`config.mk`:
```
export PLATFORM = sky130hd
export DESIGN_NAME = cttr_mac
export DESIGN_NICKNAME = d
export VERILOG_FILES = /design/src/hw/rtl/cttr_pkg.sv /design/src/hw/rtl/cttr_mac.sv
export SDC_FILE = /design/constraint.sdc
export NUM_CORES = 2
export LEC_CHECK = 0
export BUFFER_PORTS_ARGS = -buffer_cell sky130_fd_sc_hd__buf_2
export CAP_MARGIN = 20
export CORE_ASPECT_RATIO = 1.1
export CORE_MARGIN = 2
export CORE_UTILIZATION = 55
export CTS_CLUSTER_DIAMETER = 30
export CTS_CLUSTER_SIZE = 12
export DETAILED_ROUTE_END_ITERATION = 10
export HOLD_SLACK_MARGIN = 0.1
export PLACE_DENSITY = 0.81
export SLEW_MARGIN = 20
export SYNTH_ARGS = -nofsm -noshare
export SYNTH_HDL_FRONTEND = slang
export SYNTH_SLANG_ARGS = --single-unit
```
`constraint.sdc`:
```
create_clock -name clk -period 13.3 [get_ports clk]
set_clock_uncertainty 0.2 [all_clocks]
set_input_delay 1.995 -clock clk [delete_from_list [all_inputs] [get_ports clk]]
set_output_delay 1.995 -clock clk [all_outputs]
set_load 0.005 [all_outputs]
```
`src/hw/rtl/cttr_pkg.sv`:
```
package cttr_pkg;

  localparam int T_W   = 21;
  localparam int CH_W  = 16;
  localparam int QFRAC = 28;

  typedef logic signed [31:0] q_t;
  typedef logic signed [33:0] qw_t;

  localparam q_t Q_MAX = 32'sh7fff_ffff;
  localparam q_t Q_MIN = 32'sh8000_0000;

  localparam longint DEC_SCALE = 100000000;

  localparam int T_LOW        = 1500;
  localparam int T_HIGH       = 40000;
  localparam int T_SPLIT_HIGH = 4000;
  localparam int T_SPLIT_LOW  = 2222;
  localparam int OUT_ONE      = 32768;

  // decimal constant in units of 1e-8 to q4.28, rounded half away from zero
  function automatic q_t to_q(input longint dec);
    longint unsigned m;
    longint unsigned q;
    m = (dec < 0) ? longint'(-dec) : longint'(dec);
    q = ((m << QFRAC) + DEC_SCALE / 2) / DEC_SCALE;
    return (dec < 0) ? q_t'(32'(0) - q[31:0]) : q_t'(q[31:0]);
  endfunction

  localparam q_t Q_ONE   = to_q(100000000);
  localparam q_t Q_FLOOR = to_q(10000);

  // polynomial coefficients, highest power first
  localparam q_t CX_LOW [4]  = '{to_q(-26612390), to_q(-23435890), to_q(87769560),
                                 to_q(17991000)};
  localparam q_t CX_HIGH [4] = '{to_q(-302584690), to_q(210703790), to_q(22263470),
                                 to_q(24039000)};
  localparam q_t CY_LOW [4]  = '{to_q(-110638140), to_q(-134811020), to_q(218555832),
                                 to_q(-20219683)};
  localparam q_t CY_MID [4]  = '{to_q(-95494760), to_q(-137418593), to_q(209137015),
                                 to_q(-16748867)};
  localparam q_t CY_HIGH [4] = '{to_q(308175800), to_q(-587338670), to_q(375112997),
                                 to_q(-37001483)};

  // rows: weight on X, constant term (Y = 1), weight on Z
  localparam q_t CMAT [3][3] = '{
    '{to_q(324045420), to_q(-153713850), to_q(-49853140)},
    '{to_q(-96926600), to_q(187601080), to_q(4155600)},
    '{to_q(5564340), to_q(-20402590), to_q(105722520)}
  };

  function automatic qw_t ext34(input q_t v);
    return {{2{v[31]}}, v};
  endfunction

  function automatic q_t sat34(input qw_t v);
    if (v > ext34(Q_MAX)) return Q_MAX;
    else if (v < ext34(Q_MIN)) return Q_MIN;
    return v[31:0];
  endfunction

  function automatic logic [31:0] mag(input q_t v);
    logic [32:0] e;
    e = {v[31], v};
    return v[31] ? 32'(33'(0) - e) : v[31:0];
  endfunction

  // sign and magnitude back to q4.28, magnitude clamped to 2^31 first
  function automatic q_t signed_of(input logic neg, input logic [35:0] m);
    logic [31:0] mc;
    mc = (m > 36'h0_8000_0000) ? 32'h8000_0000 : m[31:0];
    if (neg) return q_t'(32'(0) - mc);
    return mc[31] ? Q_MAX : q_t'(mc);
  endfunction

endpackage

```
`src/hw/rtl/cttr_mac.sv`:
```
// y = sat(round(a * b) + c) in q4.28, two register stages
module cttr_mac #(
  parameter int SW = 1
) (
  input  logic            clk,
  input  logic            rst,
  input  logic            en,
  input  logic            in_valid,
  input  cttr_pkg::q_t    a,
  input  cttr_pkg::q_t    b,
  input  cttr_pkg::q_t    c,
  input  logic [SW-1:0]   in_sb,
  output logic            out_valid,
  output cttr_pkg::q_t    y,
  output logic [SW-1:0]   out_sb
);

  logic [63:0]   prod;
  logic          neg;
  cttr_pkg::q_t  c_r;
  logic [SW-1:0] sb_a;
  logic          v_a;

  logic [63:0]   rnd;
  cttr_pkg::q_t  prod_q;
  cttr_pkg::qw_t sum;

  // stage a: magnitude product
  always_ff @(posedge clk) begin
    if (en) begin
      prod <= cttr_pkg::mag(a) * cttr_pkg::mag(b);
      neg  <= a[31] ^ b[31];
      c_r  <= c;
      sb_a <= in_sb;
    end
  end

  // stage b: round half away from zero, saturate, add
  assign rnd    = prod + (64'd1 << (cttr_pkg::QFRAC - 1));
  assign prod_q = cttr_pkg::signed_of(neg, rnd[cttr_pkg::QFRAC+35:cttr_pkg::QFRAC]);
  assign sum    = cttr_pkg::ext34(prod_q) + cttr_pkg::ext34(c_r);

  always_ff @(posedge clk) begin
    if (en) begin
      y      <= cttr_pkg::sat34(sum);
      out_sb <= sb_a;
    end
  end

  always_ff @(posedge clk) begin
    if (rst) begin
      v_a       <= 1'b0;
      out_valid <= 1'b0;
    end else if (en) begin
      v_a       <= in_valid;
      out_valid <= v_a;
    end
  end

endmodule

```
# Word-level counts from Yosys, hierarchy flattened
# Cells that the tools add are included.
# Widths: inputs -> output; s select.
[op_classes]
multipliers = 1
mux = 13
n_lt_le_gt_ge = 3
add_sub_neg = 5
bitwise_logic = 1
[ops]
columns = ["cell", "n"]
rows = [
  ["$mux 32", 8],
  ["$sub 1x32->32 const A", 3],
  ["$add 64x28->64 const B", 1],
  ["$mul 32x32->64", 1],
  ["$gt 36x32->1 const B", 1],
  ["$add 32x32->33", 1],
  ["$gt 33x32->1 const B", 1],
  ["$lt 33x32->1 const B", 1],
  ["$mux 31", 1],
  ["$mux 1", 4],
  ["$xor 1x1->1", 1],
]
[word_totals]
in_bits = 101
out_inout_bits = 34
ff_bits = 133
elab_cells = 31

# Depth between registers and ports, before layout
[depth]
depth_word = 12
ltp_mapped = 38
depth_no_buf = 36

# Worst setup path before layout
# Ideal clock, no wire load.
[synth_path]
path_type = "input port to flip-flop"
from = "in a[4]"
to = "reg prod[63], data pin"
path_slack_ps = 1756
n_path_buf = 2
t_arrival_ps = 11084
setup_ps = 260
path_stages = 33
required_ps = 12840
cell_sequence = "nor4_1 nand3_1 or4_1 or4_1 clkbuf_1 o41a_1 xor2_1 clkbuf_1 nand2_1 fa_1 inv_1 fa_1 fa_1 inv_1 fa_1 inv_1 fa_1 fa_1 fa_1 inv_1 fa_1 inv_1 ha_1 a21o_1 a21o_1 a21o_1 a211o_1 a22o_1 nor2_1 o31ai_1 o41a_1 a21oi_1 xnor2_1"
[synth_between]
elab_chain_len = 3
[synth_lines]
columns = ["item", "line_no", "rtl"]
rows = [
  ["from (decl)", "cttr_mac.sv:9", "input cttr_pkg::q_t a,"],
  ["$sub 1x32->32", "cttr_pkg.sv:65", "return v[31] ? 32'(33'(0) - e) : v[31:0];"],
  ["$mux 32 *", "cttr_pkg.sv:65", ""],
  ["$mul 32x32->64 *", "cttr_mac.sv:31", "prod <= cttr_pkg::mag(a) * cttr_pkg::mag(b);"],
  ["to (signal assigned)", "cttr_mac.sv:31", ""],
  ["to (decl)", "cttr_mac.sv:18", "logic [63:0] prod;"],
]
# Mark *: on every way between the ends. The rest lies on a longest branch, timed or not.
# A chain may end at the register's enable or synchronous reset.

# Final worst setup path
# Ends and elaborated chain as after synthesis.

==> flow_metrics.py <==
metrics = {
    "floorplanning": {
        "die-area_sq_mm": 0.0744,
        "num_io_pins": 135,
        "fp.dieW_um": 260,
        "initial_core_util_pct": 55.4,
        "die_y_um": 286,
        "core-area_sq_mm": 0.0717,
        "num_rows": 103,
    },
    "clocking": {
        "clock_path_buffers": 2,
        "post_cts_buffers": 0,
        "h-tree-depth": 3,
        "clock_latency_ns": 0.35,
        "cts.clk_slew.worst_paths_ns": 0.07,
        "cts_resized": 0,
        "postCtsHoldBufs": 0,
        "cts_root_buf": "clkbuf_16",
        "cts.sinks": 106,
        "cts_tree": "yes",
        "cts_buffers": 9,
    },
    "hold_path": {
        "holdCritStartpoint": "sb_a$_DFFE_PP_",
        "hold_depth": 0,
        "min_to": "out_sb$_DFFE_PP_",
        "hold_path_class": "flop to flop",
    },
    "sta": {
        "rsz0062_at_grt": "no",
        "fmax_mhz": 78.9,
        "setup_tns_ns": 0,
        "min_period_over_period_pct": 95.3,
        "slew_headroom_pct": 22.2,
        "fin_crit_ns": 12.68,
        "finalSetupViolCount": 0,
        "hold_violations": 0,
        "tightest_slew_ns": 1.17,
        "maxSlewViolCount": 0,
    },
    "synth": {
        "synth-seq-cells": 106,
        "synth_ff_type": "edfxtp_1",
        "synth_edf_count": 104,
        "synthDistinctLibCells": 98,
        "synth.yosys.seq_area_share_pct": 7.96,
        "synthCells": 4449,
        "syn_nets": 5742,
        "synthArstFlopShare_pct": 0,
        "ys_warn_count": 0,
        "syn_avg_cell_area_sq_um": 8.93,
        "syn_area_sq_mm": 0.0397,
    },
    "outcome": {
        "status": "finished, final reports clean",
    },
    "worst_setup_path": {
        "rr_endpoint": "y[12]$_DFFE_PP_",
        "crit_type": "primary input to flop",
        "r2r-start": "prod[27]$_DFFE_PP_",
        "reg2reg_slack_ns": 3.91,
        "slowest_delay_ns": 0.66,
        "worstRegToRegCells": 27,
        "crit_path_max_fanout": 6,
        "end_kind": "flop",
        "crit_path_frequent_cell": "fa_1",
        "worstPathArrival_ns": 12.57,
        "required_ns": 13.19,
        "slowest_stage": "nor4_1",
        "critPathLaunchType": "primary input",
    },
    "routing": {
        "vias": 32400,
        "ant_nets": 0,
        "wl_per_cell_um": 22.7,
        "wl_mm": 124,
        "drc": 0,
        "drtPass1Iterations": 8,
        "vias_per_cell": 5.92,
        "drt_iter0_markers": 3463,
    },
    "layout": {
        "final_cell_count_no_fill": 5478,
        "final_common_cell": "inv_1",
        "final_cell_mix": "inv_1, fa_1, nand2_1",
        "syn_to_final_growth_pct": 6.75,
        "drive_gt1_share_pct": 8.12,
        "fill_cells": 6106,
        "num-nets-final": 5820,
    },
    "place": {
        "port_buffers": 134,
        "dp_hpwl_mm": 101,
        "gp_congestion": 0.986,
        "dp.cells": 5461,
    },
    "grt": {
        "grt_max_degree": 67,
        "grt.total_usage_pct": 34.3,
        "grt_overflow": 0,
        "grt_pass1_wl_mm": 193,
        "grt_pass1_vias": 34300,
        "antenna_found_initial": 1,
    },
    "flow_run": {
        "cap_violations": 0,
    },
}
==> cells by family after synthesis <==
logic type | synth area share [%]
adder cells (fa/ha/maj) | 54.7
flip-flops | 7.96
AO/OA/AOI/OAI | 6.37
XOR/XNOR | 4.85
AND/OR/NAND/NOR | 15.1
buffers and inverters | 10.7
multiplexers | 0.261
==> metrics by stage <==
| step | hold WS (ns) | area, sq um | worst slack, ns | util, % |
|---|---|---|---|---|
| global route | 0.258 | 42400 | 0.168 | 59.2 |
| floorplan | 0.200 | 39700 | 1.76 | - |
| detailed placement | 0.210 | 42100 | 0.452 | 58.8 |
| global placement | 0.203 | 42100 | 0.666 | 58.8 |
| finish | 0.225 | 42400 | 0.619 | 59.2 |
| CTS | 0.228 | 42400 | 0.793 | 59.1 |
==> worst max-delay path, delay by kind of cell <==
| family | cells | cell delay (ns) |
|---|---|---|
| XOR/XNOR | 2 | 0.48 |
| adder cells (fa/ha/maj) | 9 | 4.36 |
| AO/OA/AOI/OAI | 7 | 2.27 |
| AND/OR/NAND/NOR | 8 | 2.88 |
| buffers and inverters | 5 | 0.55 |
==> registers in the layout (all words and copies together), names as in the netlist <==
register and count:
v_a 1, prod 37, neg 1, out_sb 1, c_r 32, out_valid 1, y 32, sb_a 1
==> metal layers <==
metal / vias to the layer above / global-route usage (%) / share of wire (%)
li1: 13700 / - / -
met1: 16000 / 43.0 / 35
met2: 2138 / 53.5 / 44
met3: 614 / 9.61 / 13
met4: 2 / 19.7 / 7.9
met5: - / 0 / 0.010
==> synthesized netlist by cell type, drive strengths merged (50+ instances only) <==
cell / instances / share of area (%)
o21ai: 79 / 1.0
ha: 296 / 9.3
inv: 921 / 8.7
nand2: 682 / 6.5
edfxtp: 104 / 7.9
xnor2: 124 / 2.7
a21oi: 104 / 1.3
nand3: 50 / 0.64
nor2: 506 / 4.8
xor2: 95 / 2.1
clkbuf: 178 / 1.7
fa: 896 / 45
==> cell type report <==
cell class	instances	area [sq um]	area share, %
Multi-Input combinational cell	3222	32600	77.0
Clock inverter	6	47.5	0.112
Inverter	921	3460	8.15
Sequential cell	106	3160	7.46
Clock buffer	10	229	0.540
Timing Repair Buffer	267	1670	3.94
Antenna cell	1	2.50	0.00590
Tap cell	945	1180	2.79
==> worst max-delay path by stage <==
| stage | startpoint | end | slack (ns) | depth (start not counted) |
|---|---|---|---|---|
| 2_1_floorplan | a[4] | prod[63]$_DFFE_PP_ | 1.76 | 33 |
| 3_3_place_gp | a[4] | prod[63]$_DFFE_PP_ | 0.67 | 31 |
| 3_5_place_dp | a[4] | prod[63]$_DFFE_PP_ | 0.45 | 31 |
| 4_1_cts | a[4] | prod[63]$_DFFE_PP_ | 0.79 | 31 |
| 5_1_grt | a[2] | prod[63]$_DFFE_PP_ | 0.17 | 31 |
| 6_report | a[4] | prod[63]$_DFFE_PP_ | 0.62 | 31 |
Power is not shown: default switching activity piles up to over one toggle a cycle in this logic, so the estimate is an artifact.
